`src/design/packed_exponent_field_unpacker_defines.svh`:
```
// ----------------------------------------------------------------------------
// Packed exponent field unpacker: assertion macros
// Shared property wrappers for the unpacker's concurrent checks.
// ----------------------------------------------------------------------------
`ifndef PACKED_EXPONENT_FIELD_UNPACKER_DEFINES_SVH
`define PACKED_EXPONENT_FIELD_UNPACKER_DEFINES_SVH

// Same-cycle implication, checked out of reset.
`define PEFU_ASSERT_IMPLY(label, clk, rst, ante, cons) \
   label: assert property (@(posedge clk) disable iff (rst) (ante) |-> (cons)) \
      else $error("pefu check failed: same-cycle implication");

// Next-cycle implication, checked out of reset.
`define PEFU_ASSERT_NEXT(label, clk, rst, ante, cons) \
   label: assert property (@(posedge clk) disable iff (rst) (ante) |=> (cons)) \
      else $error("pefu check failed: next-cycle implication");

`endif

```
`src/design/pefu_pkg.sv`:
```
// ----------------------------------------------------------------------------
// Packed exponent field unpacker package
// Shared widths, register indexes and the control structs between modules.
// ----------------------------------------------------------------------------
package pefu_pkg;

   localparam int FIELD_W   = 64;  // result value width
   localparam int POS_W     = 6;   // field_position width
   localparam int FB_W      = 7;   // field_bits register width
   localparam int WW_W      = 4;   // wide_words register width
   localparam int FPE_W     = 7;   // fields_per_entry register width
   localparam int SKIP_W    = 3;   // high-word skip counter width
   localparam int SH_W      = 8;   // bit offset plus two field widths
   localparam int CSR_IDX_W = 2;
   localparam int CSR_DAT_W = 7;

   typedef enum logic [CSR_IDX_W-1:0] {
      CSR_FIELD_BITS       = 2'd0,
      CSR_WIDE_WORDS       = 2'd1,
      CSR_FIELDS_PER_ENTRY = 2'd2,
      CSR_UNUSED           = 2'd3
   } csr_index_type;

   // Effective configuration, already clamped to legal ranges.
   typedef struct packed {
      logic [FB_W-1:0]   fb;      // field width, 1..WORD_BITS
      logic              wide;    // more than one word per field
      logic [SKIP_W-1:0] skip;    // high words following a wide field's low word
      logic [FPE_W-1:0]  fpe;     // fields per entry, at least 1
   } cfg_type;

   // Sequencer commands to the shift unit.
   typedef struct packed {
      logic load;
      logic step;
   } slice_ctl_type;

endpackage

```
`src/design/pefu_csr.sv`:
```
// ----------------------------------------------------------------------------
// Configuration registers
// Holds field_bits, wide_words and fields_per_entry and clamps them.
// ----------------------------------------------------------------------------
module pefu_csr #(
   parameter int WORD_BITS      = 64,
   parameter int MAX_FIELDS     = 64,
   parameter int MAX_WIDE_WORDS = 8
) (
   input  logic                               clock,
   input  logic                               reset,
   input  logic                               csr_valid,
   input  logic [pefu_pkg::CSR_IDX_W-1:0]     csr_index,
   input  logic [pefu_pkg::CSR_DAT_W-1:0]     csr_wdata,
   output pefu_pkg::cfg_type                  cfg
);

   localparam logic [6:0] WORD_BITS_C = 7'(WORD_BITS);
   localparam logic [6:0] MAX_WW_C    = 7'(MAX_WIDE_WORDS);
   localparam logic [8:0] MAX_FPE_C   = 9'(MAX_FIELDS);

   logic [pefu_pkg::FB_W-1:0]  field_bits_ff, field_bits_in;
   logic [pefu_pkg::WW_W-1:0]  wide_words_ff, wide_words_in;
   logic [pefu_pkg::FPE_W-1:0] fpe_ff, fpe_in;
   logic [6:0]                 ww_ext;
   logic [6:0]                 ww_eff;
   logic [8:0]                 fpe_ext;

   always_comb begin
      field_bits_in = field_bits_ff;
      wide_words_in = wide_words_ff;
      fpe_in        = fpe_ff;
      if (csr_valid) begin
         case (pefu_pkg::csr_index_type'(csr_index))
            pefu_pkg::CSR_FIELD_BITS:       field_bits_in = csr_wdata;
            pefu_pkg::CSR_WIDE_WORDS:       wide_words_in = csr_wdata[pefu_pkg::WW_W-1:0];
            pefu_pkg::CSR_FIELDS_PER_ENTRY: fpe_in        = csr_wdata;
            default: ;
         endcase
      end
   end

   always_ff @(posedge clock) begin
      if (reset) begin
         field_bits_ff <= 7'd8;
         wide_words_ff <= 4'd1;
         fpe_ff        <= 7'd1;
      end else begin
         field_bits_ff <= field_bits_in;
         wide_words_ff <= wide_words_in;
         fpe_ff        <= fpe_in;
      end
   end

   always_comb begin
      ww_ext  = {3'b000, wide_words_ff};
      fpe_ext = {2'b00, fpe_ff};

      if (field_bits_ff == '0)
         cfg.fb = 7'd1;
      else if (field_bits_ff > WORD_BITS_C)
         cfg.fb = WORD_BITS_C;
      else
         cfg.fb = field_bits_ff;

      if (ww_ext == '0)
         ww_eff = 7'd1;
      else if (ww_ext > MAX_WW_C)
         ww_eff = MAX_WW_C;
      else
         ww_eff = ww_ext;
      cfg.wide = (ww_eff > 7'd1);
      cfg.skip = 3'(ww_eff - 7'd1);

      if (fpe_ext == '0)
         cfg.fpe = 7'd1;
      else if (fpe_ext > MAX_FPE_C)
         cfg.fpe = 7'(MAX_FPE_C);
      else
         cfg.fpe = fpe_ff;
   end

endmodule

```
`src/design/pefu_slicer.sv`:
```
// ----------------------------------------------------------------------------
// Field slicer
// Shared shift unit: holds the word and drops one field off the bottom a step.
// ----------------------------------------------------------------------------
module pefu_slicer #(
   parameter int WORD_BITS = 64
) (
   input  logic                             clock,
   input  pefu_pkg::slice_ctl_type          ctl,
   input  logic [WORD_BITS-1:0]             word,
   input  logic [pefu_pkg::FB_W-1:0]        fb,
   output logic [WORD_BITS-1:0]             whole_word,
   output logic [WORD_BITS-1:0]             field,
   output logic                             fits_next
);

   localparam logic [pefu_pkg::SH_W-1:0] WORD_BITS_C = pefu_pkg::SH_W'(WORD_BITS);

   logic [WORD_BITS-1:0]        word_ff, word_in;
   logic [pefu_pkg::SH_W-1:0]   sh_ff, sh_in;
   logic [WORD_BITS-1:0]        mask;
   logic [pefu_pkg::SH_W-1:0]   next_end;

   always_comb begin
      word_in = word_ff;
      sh_in   = sh_ff;
      if (ctl.load) begin
         word_in = word;
         sh_in   = '0;
      end else if (ctl.step) begin
         word_in = word_ff >> fb;
         sh_in   = sh_ff + {1'b0, fb};
      end
   end

   // Payload only; the sequencer loads before any use.
   always_ff @(posedge clock) begin
      word_ff <= word_in;
      sh_ff   <= sh_in;
   end

   always_comb begin
      if ({1'b0, fb} >= WORD_BITS_C)
         mask = '1;
      else
         mask = (WORD_BITS'(1) << fb) - WORD_BITS'(1);
      field      = word_ff & mask;
      whole_word = word_ff;
      // end bit of the field after this one
      next_end   = sh_ff + {fb, 1'b0};
      fits_next  = (next_end <= WORD_BITS_C);
   end

endmodule

```
`src/design/packed_exponent_field_unpacker.sv`:
```
// ----------------------------------------------------------------------------
// Packed exponent field unpacker
// Splits packed words into fields, one result per field, low bits first.
// ----------------------------------------------------------------------------
// channel  ports                             direction
// req      req_valid/req_stall + payload     in:  packed word, last flag
// rsp      rsp_valid/rsp_stall + payload     out: one field per item
// csr      csr_valid/csr_ready + index/data  in:  register writes
//
// A word is accepted in idle; req_stall then holds off the next word while
// the shared shifter emits its fields, one field per cycle unless rsp stalls.
// A skipped high word of a wide field yields no result. Rsp stall holds the
// output register and the sequencer with it. Reset is synchronous; no clearing pass.
// ----------------------------------------------------------------------------
`include "packed_exponent_field_unpacker_defines.svh"

module packed_exponent_field_unpacker #(
   parameter int WORD_BITS      = 64,
   parameter int MAX_FIELDS     = 64,
   parameter int MAX_WIDE_WORDS = 8
) (
   input  logic                                 clock,
   input  logic                                 reset,
   input  logic                                 req_valid,
   output logic                                 req_stall,
   input  logic [63:0]                          req_packed_word,
   input  logic                                 req_last_in_vector,
   output logic                                 rsp_valid,
   input  logic                                 rsp_stall,
   output logic [pefu_pkg::FIELD_W-1:0]         rsp_field_value,
   output logic [pefu_pkg::POS_W-1:0]           rsp_field_position,
   output logic                                 rsp_entry_end,
   output logic                                 rsp_vector_end,
   output logic                                 rsp_run_last,
   input  logic                                 csr_valid,
   output logic                                 csr_ready,
   input  logic [pefu_pkg::CSR_IDX_W-1:0]       csr_index,
   input  logic [pefu_pkg::CSR_DAT_W-1:0]       csr_wdata
);

   typedef enum logic [1:0] {
      ST_IDLE = 2'b01,
      ST_RUN  = 2'b10
   } state_type;

   state_type                         state_ff, state_in;
   logic [pefu_pkg::FPE_W-1:0]        pos_ff, pos_in;
   logic [pefu_pkg::SKIP_W-1:0]       skip_ff, skip_in;
   logic                              last_ff, last_in;
   logic                              wide_ff, wide_in;

   logic                              rsp_valid_ff, rsp_valid_in;
   logic [pefu_pkg::FIELD_W-1:0]      value_ff, value_in;
   logic [pefu_pkg::POS_W-1:0]        opos_ff, opos_in;
   logic                              ee_ff, ee_in;
   logic                              ve_ff, ve_in;
   logic                              rl_ff, rl_in;

   pefu_pkg::cfg_type                 cfg;
   pefu_pkg::slice_ctl_type           sctl;
   logic [WORD_BITS-1:0]              whole_word;
   logic [WORD_BITS-1:0]              field;
   logic                              fits_next;

   logic                              req_take;
   logic                              out_free;
   logic                              ee;
   logic                              rl;
   logic [pefu_pkg::FPE_W-1:0]        fpe_last;

   assign csr_ready = 1'b1;

   pefu_csr #(
      .WORD_BITS      (WORD_BITS),
      .MAX_FIELDS     (MAX_FIELDS),
      .MAX_WIDE_WORDS (MAX_WIDE_WORDS)
   ) u_csr (
      .clock     (clock),
      .reset     (reset),
      .csr_valid (csr_valid),
      .csr_index (csr_index),
      .csr_wdata (csr_wdata),
      .cfg       (cfg)
   );

   pefu_slicer #(
      .WORD_BITS (WORD_BITS)
   ) u_slicer (
      .clock      (clock),
      .ctl        (sctl),
      .word       (req_packed_word[WORD_BITS-1:0]),
      .fb         (cfg.fb),
      .whole_word (whole_word),
      .field      (field),
      .fits_next  (fits_next)
   );

   assign req_stall = (state_ff != ST_IDLE);
   assign req_take  = req_valid && !req_stall;
   assign out_free  = !rsp_valid_ff || !rsp_stall;
   assign fpe_last  = cfg.fpe - 7'd1;
   assign ee        = (pos_ff == fpe_last);
   // last field of this word: wide field, end of entry, or next field won't fit
   assign rl        = wide_ff || ee || !fits_next;

   always_comb begin
      state_in     = state_ff;
      pos_in       = pos_ff;
      skip_in      = skip_ff;
      last_in      = last_ff;
      wide_in      = wide_ff;
      sctl.load    = 1'b0;
      sctl.step    = 1'b0;
      rsp_valid_in = rsp_valid_ff && rsp_stall;
      value_in     = value_ff;
      opos_in      = opos_ff;
      ee_in        = ee_ff;
      ve_in        = ve_ff;
      rl_in        = rl_ff;

      case (state_ff)
         ST_IDLE: begin
            if (req_take) begin
               if (skip_ff != '0) begin
                  // high word of a wide field: consumed without a result
                  skip_in = req_last_in_vector ? '0 : skip_ff - 3'd1;
                  if (req_last_in_vector)
                     pos_in = '0;
               end else begin
                  pos_in    = (pos_ff >= cfg.fpe) ? '0 : pos_ff;
                  last_in   = req_last_in_vector;
                  wide_in   = cfg.wide;
                  skip_in   = (cfg.wide && !req_last_in_vector) ? cfg.skip : '0;
                  sctl.load = 1'b1;
                  state_in  = ST_RUN;
               end
            end
         end
         ST_RUN: begin
            if (out_free) begin
               rsp_valid_in = 1'b1;
               value_in     = wide_ff ? pefu_pkg::FIELD_W'(whole_word)
                                      : pefu_pkg::FIELD_W'(field);
               opos_in      = pos_ff[pefu_pkg::POS_W-1:0];
               ee_in        = ee;
               ve_in        = last_ff && rl;
               rl_in        = rl;
               if (rl) begin
                  pos_in   = (ee || last_ff) ? '0 : pos_ff + 7'd1;
                  state_in = ST_IDLE;
               end else begin
                  pos_in    = pos_ff + 7'd1;
                  sctl.step = 1'b1;
               end
            end
         end
         default: begin
            state_in = ST_IDLE;
         end
      endcase
   end

   always_ff @(posedge clock) begin
      if (reset) begin
         state_ff     <= ST_IDLE;
         pos_ff       <= '0;
         skip_ff      <= '0;
         rsp_valid_ff <= 1'b0;
      end else begin
         state_ff     <= state_in;
         pos_ff       <= pos_in;
         skip_ff      <= skip_in;
         rsp_valid_ff <= rsp_valid_in;
      end
   end

   always_ff @(posedge clock) begin
      last_ff  <= last_in;
      wide_ff  <= wide_in;
      value_ff <= value_in;
      opos_ff  <= opos_in;
      ee_ff    <= ee_in;
      ve_ff    <= ve_in;
      rl_ff    <= rl_in;
   end

   assign rsp_valid          = rsp_valid_ff;
   assign rsp_field_value    = value_ff;
   assign rsp_field_position = opos_ff;
   assign rsp_entry_end      = ee_ff;
   assign rsp_vector_end     = ve_ff;
   assign rsp_run_last       = rl_ff;

   `PEFU_ASSERT_IMPLY(a_vend_is_run_last, clock, reset, rsp_valid && rsp_vector_end, rsp_run_last)
   `PEFU_ASSERT_IMPLY(a_run_pos_in_entry, clock, reset, state_ff == ST_RUN, pos_ff < cfg.fpe)
   `PEFU_ASSERT_IMPLY(a_eend_at_last_pos, clock, reset, rsp_valid && rsp_entry_end && state_ff == ST_RUN, rsp_field_position == fpe_last[pefu_pkg::POS_W-1:0] || wide_ff)
   `PEFU_ASSERT_NEXT(a_last_clears_skip, clock, reset, req_take && req_last_in_vector, skip_ff == '0)

endmodule

```
`config.mk`:
```
export PLATFORM = sky130hd
export DESIGN_NAME = packed_exponent_field_unpacker
export DESIGN_NICKNAME = d
export VERILOG_FILES = /design/src/design/pefu_pkg.sv /design/src/design/pefu_csr.sv /design/src/design/pefu_slicer.sv /design/src/design/packed_exponent_field_unpacker.sv
export VERILOG_INCLUDE_DIRS = /design/src /design/src/design
export SDC_FILE = /design/constraint.sdc
export NUM_CORES = 1
export LEC_CHECK = 0
export ABC_AREA = 1
export ABC_CLOCK_PERIOD_IN_PS = 7000
export BUFFER_PORTS_ARGS = -buffer_cell sky130_fd_sc_hd__clkbuf_2
export CORE_MARGIN = 5
export CORE_UTILIZATION = 50
export DETAILED_ROUTE_END_ITERATION = 6
export PLACE_DENSITY = 0.69
export SLEW_MARGIN = 5
export SYNTH_ARGS = -nofsm -noshare
export SYNTH_HDL_FRONTEND = slang
export SYNTH_HIERARCHICAL = 1
export SYNTH_SLANG_ARGS = --single-unit
```
`constraint.sdc`:
```
create_clock -name clock -period 7 [get_ports clock]
set_clock_uncertainty 0.1 [all_clocks]
set_input_delay 0.7 -clock clock [delete_from_list [all_inputs] [get_ports clock]]
set_output_delay 0.7 -clock clock [all_outputs]
set_load 0.005 [all_outputs]
```
== After elaboration in Yosys (flattened, before gate mapping) ==
Cells that the tools add are included.

* Mux-type cells: 34
* Bitwise logic cells: 2
* $lt $le $gt $ge: 7
* Eq/ne operators: 12
* Add/subtract/negate cells: 7
* Reduce and logical (&&, ||, !) cells: 28
* Shifts and indexed selects: 2

{| class="wikitable"
|+ Operator list
! kind !! number
|-
| two-way mux 64 bit || 4
|-
| two-way mux 7 bit || 11
|-
| AND 64 bit || 1
|-
| << shifter 1 x 7 -> 64 bit (first input constant) || 1
|-
| >> shifter 64 x 7 -> 64 bit || 1
|-
| subtractor 64 x 2 -> 64 bit (second input constant) || 1
|-
| > comparator 7 bit (second input constant) || 2
|-
| logical NOT 7 bit || 2
|-
| case mux 7 bit (2 select lines) || 1
|-
| AND reduction 2 bit || 5
|-
| two-way mux 3 bit || 3
|-
| adder 8 x 7 -> 8 bit || 1
|-
| adder 8 bit || 1
|-
| <= comparator 8 x 7 -> 1 bit (second input constant) || 1
|-
| two-way mux 1 bit || 8
|-
| two-way mux 2 bit || 4
|-
| two-way mux 4 bit || 2
|-
| != test 2 bit (second input constant) || 4
|-
| adder 7 x 1 -> 7 bit (second input constant) || 1
|-
| equality test 7 bit || 1
|-
| >= comparator 7 bit || 1
|-
| >= comparator 7 bit (second input constant) || 1
|-
| subtractor 7 x 1 -> 7 bit (second input constant) || 1
|-
| != test 3 bit (second input constant) || 2
|-
| 18 further kinds || 32
|}

* Flip-flop bits (word level): 178
* Input bits: 79

== Longest topological paths before layout ==
Gate-level depths: netlist of the first run.

* Depth in word-level cells: 12
* Mapped depth: 25
* Mapped depth without buffers: 23

== By module ==
Netlist of the first run, hierarchy kept.

{| class="wikitable"
|+ Modules (own cells, without submodules)
! module !! cells an instance !! area each (µm²) !! instances !! seq. area each (µm²)
|-
| pefu_slicer || 1872 || 10259.8 || 1 || 2082.0
|-
| packed_exponent_field_unpacker || 358 || 4289.1 || 1 || 2512.4
|-
| pefu_csr || 130 || 878.3 || 1 || 360.3
|}

== Worst setup path before layout of the first run ==
Ideal clock, no wire load.

* Path type: register -> register
* Start point: register u_csr/field_bits_ff[4] in the netlist's numbering
* End point: register u_slicer.word_ff[10], in the netlist u_slicer/whole_word[10], enable pin
* Data required time: 6.477 ns
* Arrival time: 4.874 ns
* Slack: 1.603 ns
* Clock period less this slack: 5.397 ns
* Stages on the path, launching flop included: 22
* Cell sequence: dfxtp_1 -> nor2_1 -> nand3_1 -> a21boi_0 -> buf_6 -> inv_2 -> buf_2 -> buf_4 -> buf_4 -> fa_1 -> o21ai_0 -> xor2_1 -> nand3_1 -> o21ai_0 -> a21oi_1 -> a21oi_1 -> inv_1 -> nor2_2 -> nand3_1 -> nor2_1 -> inv_1 -> nand2_1

{| class="wikitable"
|+ RTL lines
! item !! line !! text
|-
| from (decl) || pefu_csr.sv:22 || <nowiki>logic [pefu_pkg::FB_W-1:0] field_bits_ff, field_bits_in;</nowiki>
|-
| from (signal assigned) || pefu_csr.sv:49 || <nowiki>field_bits_ff <= field_bits_in;</nowiki>
|-
| to (signal assigned) || pefu_slicer.sv:38 || <nowiki>word_ff <= word_in;</nowiki>
|-
| to (decl) || pefu_slicer.sv:19 || <nowiki>logic [WORD_BITS-1:0] word_ff, word_in;</nowiki>
|}

==> results of run 1 <==
-- state kept, by name (all words and copies together), names as in the netlist, 2 cells and up --
signal               count
state_ff                 2
u_csr/field_bits_ff      7
rsp_field_position       6
u_slicer/whole_word     64
rsp_field_value         64
u_slicer/sh_ff           8
u_csr/wide_words_ff      4
u_csr/fpe_ff             7
skip_ff                  3
pos_ff                   7
-- cell usage after synthesis, types with 2 or more instances --
master       n
a21boi_0     5
clkbuf_1    31
ha_1        27
or2_2        8
mux2_2      64
a21oi_1     55
fa_1         2
o211ai_1    22
nand3b_1     4
o21ai_1     12
a22o_1       3
nand4_1     62
xor2_1       5
nor4_1       9
or2_1        3
xnor2_1      6
o22ai_1      5
nor2_2      23
buf_1       17
buf_2       49
nand3_1    250
dfxtp_1     39
nor3_1      22
inv_2       24
nand4_2      3
buf_4       13
nor2_1     312
nand3_2      7
edfxtp_1   139
o2111ai_1    2
a31oi_1     26
nand2_1    778
a22oi_1      3
nand2_2      8
buf_6       14
o21ai_0    111
o221ai_1     2
o31ai_1      4
o21bai_1     2
inv_1      171
nor2_4       7
-- power by group --
group | internal, mW | switching [mW] | total [mW] | leakage (nW)
clock network | 0.497 | 0.469 | 0.966 | 0.284
registers | 1.53 | 0.408 | 1.94 | 1.61
logic | 0.787 | 1.66 | 2.44 | 6.43
-- worst reg2reg max path, stage by stage (launching register included) --
cell	delay (ps)
dfxtp_1	330
nor2_1	110
nand3_1	270
o21ai_4	820
ha_1	300
inv_1	60
fa_1	400
o21ai_0	310
xor2_1	180
nand3_1	80
o21ai_0	80
a21oi_1	60
a21oi_1	110
inv_1	60
nor2_2	320
nand3_1	170
nor2_1	280
inv_1	190
nand2_2	260
buf_4	470
-- layout make-up --
| cell class | count | area share |
|---|---|---|
| clock inverters | 13 | 0.00677 |
| inverters | 198 | 0.0444 |
| repair buffers | 174 | 0.0549 |
| clock buffers | 19 | 0.0276 |
| multi-input cells | 1860 | 0.542 |
| flip-flops and latches | 178 | 0.295 |
| well taps | 396 | 0.0295 |
-- worst paths after layout --
path,from,to,slack [ps],depth (start not counted)
max,u_csr/field_bits_ff[4]$_SDFFE_PP0P_,u_slicer/whole_word[7]$_DFFE_PP_,1650,19
min,req_last_in_vector,last_ff$_DFFE_PP_,370,1
max reg2reg,u_csr/field_bits_ff[4]$_SDFFE_PP0P_,u_slicer/whole_word[7]$_DFFE_PP_,1650,19
min reg2reg,u_csr/wide_words_ff[3]$_SDFFE_PP0P_,u_csr/wide_words_ff[3]$_SDFFE_PP0P_,380,2
-- kinds of logic (layout without fill, tap and decap cells) --
kind of cell / count (synthesis) / count (layout)
adders and majority gates: 29 / 29
xor gates and xnor gates: 11 / 11
AOI/OAI and AO/OA: 256 / 256
muxes: 64 / 64
and+or+nand+nor: 1499 / 1499
buffers and inverters: 322 / 404
DFF: 178 / 178
other: 1 / 1
-- through the flow --
| step | power [mW] | area, µm² | worst slack (ps) |
|---|---|---|---|
| 3_3_place_gp | 4.28 | 16200 | 1870 |
| 5_1_grt | 5.66 | 16800 | 1160 |
| 2_1_floorplan | 3.39 | 15400 | 1600 |
| 4_1_cts | 5.27 | 16800 | 1670 |
| 3_5_place_dp | 4.30 | 16200 | 1700 |
| 6_report | 5.35 | 16800 | 1650 |
-- per-layer routing --
metal / GRT usage / vias up / wire [µm]
li1: - / 7973 / -
met1: 0.483 / 7871 / 25000
met5: 0 / - / 0
met2: 0.544 / 1015 / 27200
met3: 0.0776 / 185 / 6940
met4: 0.172 / 0 / 3530
==> metrics, run 1 <==
wirelength, routed=62700 µm; maximum vdd ir drop=0.213 mV; global-route wire length before repair=92700 µm; pwr dens=318 mW/mm²; Die Y=186 µm; FF+latch count, synth=178; worst min path class=input pin to flip-flop; # Post-CTS Setup Buffers=0; core area=0.0305 mm²; Avg Cell Area, Syn=6.54 µm²; sequential-to-total area share from yosys stat=0.321; Top delay family on crit path=simple AND/OR/NAND/NOR gates; Die W=186 µm; Worst Path Max Fanout=36; antenna violations before repair=0; via/cell ratio=6.01; commonest non-fill, non-tap cell in the layout=nand2_1; GP Congestion=1.05; RSZ-0062 raised after global routing=false; crit end category=flip-flop; Syn Std Cell Area=0.0154 mm²; Root Buffer=clkbuf_16; largest net degree at the start of global routing=84; max-cap violations=0; HPWL Detailed=47900 µm; fin crit share=0.765; Simple-Gate Fraction of Synth Area=0.415; Clk Latency, worst-skew pair=460 ps; Hold WS=373 ps; Core Rows=64; status=completed; final hold vios=0; Sum Neg Setup Slack=0 ps; largest family of logic cells by synthesized area=simple AND/OR/NAND/NOR gates; CTS tree=built; Netlist cell types=52; final net count=2537; WS Path Type=flip-flop to flip-flop; synthesized net count=2468; Storage cell area=0.00495 mm²; # IOs=155; Synth Area in Compound Gates=0.0940; Cells after Synth=2360; min cycle time layout=5350 ps; Post-synth EDFFs=139; via count=17044; first-iteration detailed-routing DRC count=2146; gr ovfl total=0; post-synthesis adder-cell area fraction=0.0245; top post-synthesis cells by area=edfxtp_1 27%, nand2_1 19%, nand3_1 8.1%, nor2_1 7.6%, dfxtp_1 5.1%; post-layout util=0.551; Yosys Warn Count=6; Max clock buf depth=2; Fill cells=3089; Peak Freq=187 MHz; Avg WL per Cell=22.1 µm; Die ar.=0.0345 mm²; synth-to-layout area growth=8.96%; clock-pin slew on the worst setup and hold paths=80 ps; crit path cell chain=nor2_1, nand3_1, o21ai_4, ha_1, inv_1, fa_1, o21ai_0, xor2_1, nand3_1, o21ai_0, a21oi_1, a21oi_1, inv_1, nor2_2, nand3_1, nor2_1, inv_1, nand2_2, buf_4; IO buf count=153; Max-slew headroom=0.0216; diode count=0; dpl cells=2806; post-cts sizing count=0; CP Launch Type=flip-flop; Worst Path Required=6990 ps; share of layout cells above drive strength 1=0.147; Initial Util=0.506; GRT Util Overall=0.357; Lkg Pwr=8.33 nW; # setup viols final=0; mux cell area share after synthesis=0.0467; Synth async-reset ratio=0; DRC=0; Tightest Pin Transition=1460 ps; multi-input gate area in the final layout=0.00911 mm²; top cell type's share of synthesized area=0.271; Final ANT Viol Nets=0; CTS H-tree depth=4; most frequent cells in the layout=777 x nand2_1, 308 x nor2_1, 250 x nand3_1; leading area contributor after synthesis=edfxtp_1; WP buf/inv=4; CTS sink cnt=178; fin cells=2838; vias in the first global route=15303; CTS Buf Count=17; Worst path max stage delay=820 ps; Final Max Tran Viols=0; CP arrival=5350 ps; Synth Area in XOR/XNOR=0.00624; Hold Buf Count CTS=0; Initial DRT Pass Iterations=6; Main synth FF type=edfxtp_1; CP max stage cell=o21ai_4
Note: power is estimated with default switching activity, not from simulation.
==> run 2: changes to the inputs <==
- ABC_AREA: 1 -> 0
- ABC_CLOCK_PERIOD_IN_PS: 7000 -> 5200
- PLACE_DENSITY: 0.69 -> 0.7
- clock period: 7 -> 5.2 ns (I/O delays scaled with it)
==> metrics, run 2 <==
CTS H-tree depth=4 (unchanged); sequential-to-total area share from yosys stat=0.351 (was 0.321); first-iteration detailed-routing DRC count=2138 (was 2146); Syn Std Cell Area=0.0141 mm² (was 0.0154 mm²); largest net degree at the start of global routing=107 (was 84); Main synth FF type=edfxtp_1 (unchanged); Critical R2R Launch=u_csr/field_bits_ff[4]$_SDFFE_PP0P_ (unchanged); worst min path class=input pin to flip-flop (unchanged); Hold WS=237 ps (was 373 ps); synthesized net count=1498 (was 2468); Crit path top cell by count=o21ai_0; CTS tree=built (unchanged); Design Area, Final=0.0157 mm² (was 0.0168 mm²); Overall Power=4.98 mW (was 5.35 mW); CTS sink cnt=178 (unchanged); Worst Path Max Fanout=62 (was 36); Worst Path Required=5210 ps (was 6990 ps); # Post-CTS Setup Buffers=0 (unchanged); R2R setup slack=530 ps (was 1650 ps); Fill cells=2458 (was 3089); Sum Neg Setup Slack=0 ps (unchanged); synth-to-layout area growth=11.2% (was 8.96%); FF+latch count, synth=178 (unchanged); Root Buffer=clkbuf_16 (unchanged); crit path cell chain=or3_1, o41ai_2, ha_1, inv_1, fa_1, nor2b_1, o21ai_0, a21oi_1, o21ai_0, and3_1, a211oi_1, o311ai_2, nor2_1, buf_4, clkinv_1, nand2_2, buf_12 (was nor2_1, nand3_1, o21ai_4, ha_1, inv_1, fa_1, o21ai_0, xor2_1, nand3_1, o21ai_0, a21oi_1, a21oi_1, inv_1, nor2_2, nand3_1, nor2_1, inv_1, nand2_2, buf_4); vias in the first global route=12052 (was 15303); commonest non-fill, non-tap cell in the layout=clkbuf_2 (was nand2_1); Cells after Synth=1390 (was 2360); Post-synth top cells=139 x edfxtp_1, 128 x nand2_1, 105 x mux2_2 (was 778 x nand2_1, 312 x nor2_1, 250 x nand3_1); pwr dens=317 mW/mm² (was 318 mW/mm²); DRC=0 (unchanged); clock power share=0.267 (was 0.180); WP buf/inv=4 (unchanged); Clk Latency, worst-skew pair=450 ps (was 460 ps); clock-pin slew on the worst setup and hold paths=80 ps (about the same); count leader, synth=edfxtp_1 (was nand2_1); Synth async-reset ratio=0 (unchanged); WS Path Type=flip-flop to flip-flop (unchanged); via count=12863 (was 17044); Die ar.=0.0317 mm² (was 0.0345 mm²); Comb pwr share=0.327 (was 0.457); # setup viols final=0 (unchanged); Top delay family on crit path=compound AO/OA/AOI/OAI gates (was simple AND/OR/NAND/NOR gates); final net count=1601 (was 2537); Initial Util=0.507 (was 0.506); gr ovfl total=0 (unchanged); maximum vdd ir drop=0.209 mV (was 0.213 mV); Hold EP=u_csr/field_bits_ff[0]$_SDFFE_PP0P_ (was last_ff$_DFFE_PP_); Tightest Pin Transition=1140 ps (was 1460 ps); Die Y=178 µm (was 186 µm); top cell type's share of synthesized area=0.296 (was 0.271); CP Launch Type=flip-flop (unchanged); Max-slew headroom=0.235 (was 0.0216); Netlist cell types=101 (was 52); Initial DRT Pass Iterations=6 (unchanged); post-cts sizing count=0 (unchanged); # IOs=155 (unchanged); start point of the worst hold path=csr_wdata[0] (was req_last_in_vector); diode count=0 (unchanged); GRT Util Overall=0.331 (was 0.357); leading area contributor after synthesis=edfxtp_1 (unchanged); Post-Place Cell Area=0.0151 mm² (was 0.0162 mm²); Yosys Warn Count=6 (unchanged); Int Pwr=3.07 mW (was 2.82 mW); RSZ-0062 raised after global routing=false (unchanged); share of layout cells above drive strength 1=0.268 (was 0.147); top post-synthesis cells by area=edfxtp_1 30%, mux2_2 8.4%, mux4_2 6.7%, dfxtp_1 5.5%, mux2i_1 5.5% (was edfxtp_1 27%, nand2_1 19%, nand3_1 8.1%, nor2_1 7.6%, dfxtp_1 5.1%); via/cell ratio=6.83 (was 6.01); Worst Hold Path Cells=3 (was 1); final hold vios=0 (unchanged); switching part of the total power=0.383 (was 0.473); CP arrival=4680 ps (was 5350 ps); CTS Buf Count=17 (unchanged); min cycle time layout=4670 ps (was 5350 ps); most frequent cells in the layout=153 x clkbuf_2, 139 x edfxtp_1, 127 x nand2_1 (was 777 x nand2_1, 308 x nor2_1, 250 x nand3_1); Peak Freq=214 MHz (was 187 MHz); Avg WL per Cell=28.1 µm (was 22.1 µm); R2R depth=17 (was 19); wirelength, routed=53000 µm (was 62700 µm); Hold Buf Count CTS=0 (unchanged); Avg Cell Area, Syn=10.2 µm² (was 6.54 µm²); status=completed (unchanged); max-cap violations=0 (unchanged); crit end category=flip-flop (unchanged); r2r endpoint=u_slicer/whole_word[12]$_DFFE_PP_ (was u_slicer/whole_word[7]$_DFFE_PP_); Lkg Pwr=5.92 nW (was 8.33 nW); Final Max Tran Viols=0 (unchanged); Flop pwr share=0.405 (was 0.363); Die W=178 µm (was 186 µm); Net Sw Power=1.91 mW (was 2.53 mW); antenna violations before repair=0 (unchanged); Max clock buf depth=2 (unchanged); Post-synth EDFFs=139 (unchanged); core area=0.0279 mm² (was 0.0305 mm²); global-route wire length before repair=77900 µm (was 92700 µm); Core Rows=61 (was 64); Final ANT Viol Nets=0 (unchanged); HPWL Detailed=38700 µm (was 47900 µm); GP Congestion=1.02 (was 1.05); CP max stage cell=o41ai_2 (was o21ai_4); IO buf count=153 (unchanged); fin crit share=0.898 (was 0.765); Worst path max stage delay=400 ps (was 820 ps)
## run 2: cell count changes after synthesis, sizes merged, moves of 42 or more
cell / change
nand2: -656
nor2: -248
mux2i: +79
nand3: -237
mux4: +49
mux2: +42
nand4: -65
buf: -51
inv: -167
## run 2: area by class of cell
| type | instances | area, µm² | share of cell area |
|---|---|---|---|
| Clock buffer | 17 | 425 | 0.0271 |
| Clock inverter | 15 | 164 | 0.0104 |
| Inverter | 32 | 120 | 0.00765 |
| Multi-Input combinational cell | 1075 | 8470 | 0.540 |
| Sequential cell | 178 | 4960 | 0.316 |
| Tap cell | 378 | 473 | 0.0301 |
| Timing Repair Buffer | 189 | 1090 | 0.0692 |
## run 2: stage by stage
stage / worst slack [ps] / utilization / instances
2_1_floorplan: 43.8 / - / 1390
3_3_place_gp: 716 / 0.542 / 1852
3_5_place_dp: 584 / 0.542 / 1852
4_1_cts: 544 / 0.563 / 1884
5_1_grt: 181 / 0.563 / 1884
6_report: 530 / 0.563 / 1884
## run 2: power by group through the flow
| stage | clock [mW] | combinational [mW] | sequential (mW) |
|---|---|---|---|
| 6_report | 1.33 | 1.63 | 2.02 |
| 5_1_grt | 1.41 | 1.72 | 2.01 |
| 4_1_cts | 1.34 | 1.59 | 1.98 |
| 3_5_place_dp | 0 | 1.58 | 2.02 |
| 3_3_place_gp | 0 | 1.57 | 2.02 |
| 2_1_floorplan | 0 | 1.10 | 1.87 |
## run 2: kinds of logic after synthesis
logic type	share of synthesized area
AOI/OAI and AO/OA	0.190
buffers and inverters	0.0524
xor gates and xnor gates	0.0191
DFF	0.351
other	0.000266
and+or+nand+nor	0.139
muxes	0.222
adders and majority gates	0.0268
## run 2: worst max-delay path by stage
stage | from | endpoint | slack [ps] | cells after the start
after CTS | u_csr/field_bits_ff[4]$_SDFFE_PP0P_ | u_slicer/whole_word[23]$_DFFE_PP_ | 540 | 17
after floorplan | u_csr/field_bits_ff[6]$_SDFFE_PP0P_ | u_slicer/whole_word[10]$_DFFE_PP_ | 40 | 18
after global placement | u_csr/field_bits_ff[4]$_SDFFE_PP0P_ | u_slicer/whole_word[7]$_DFFE_PP_ | 720 | 17
after global routing | u_csr/field_bits_ff[4]$_SDFFE_PP0P_ | u_slicer/whole_word[28]$_DFFE_PP_ | 180 | 17
final | u_csr/field_bits_ff[4]$_SDFFE_PP0P_ | u_slicer/whole_word[12]$_DFFE_PP_ | 530 | 17
after detailed placement | u_csr/field_bits_ff[4]$_SDFFE_PP0P_ | u_slicer/whole_word[7]$_DFFE_PP_ | 580 | 17
## run 2: per-layer routing
metal	GRT usage	share of wire
met5	0	0
met4	0.0989	0.033
met3	0.0967	0.14
met2	0.473	0.42
met1	0.488	0.41
## run 2: worst reg2reg max path: cells and delay by family, from the launching register on
kind            cells  cell delay [ps]
flops               1              330
compound gates      6             1350
simple gates        5              990
buf+inv             4              850
fa+ha+maj           2              650
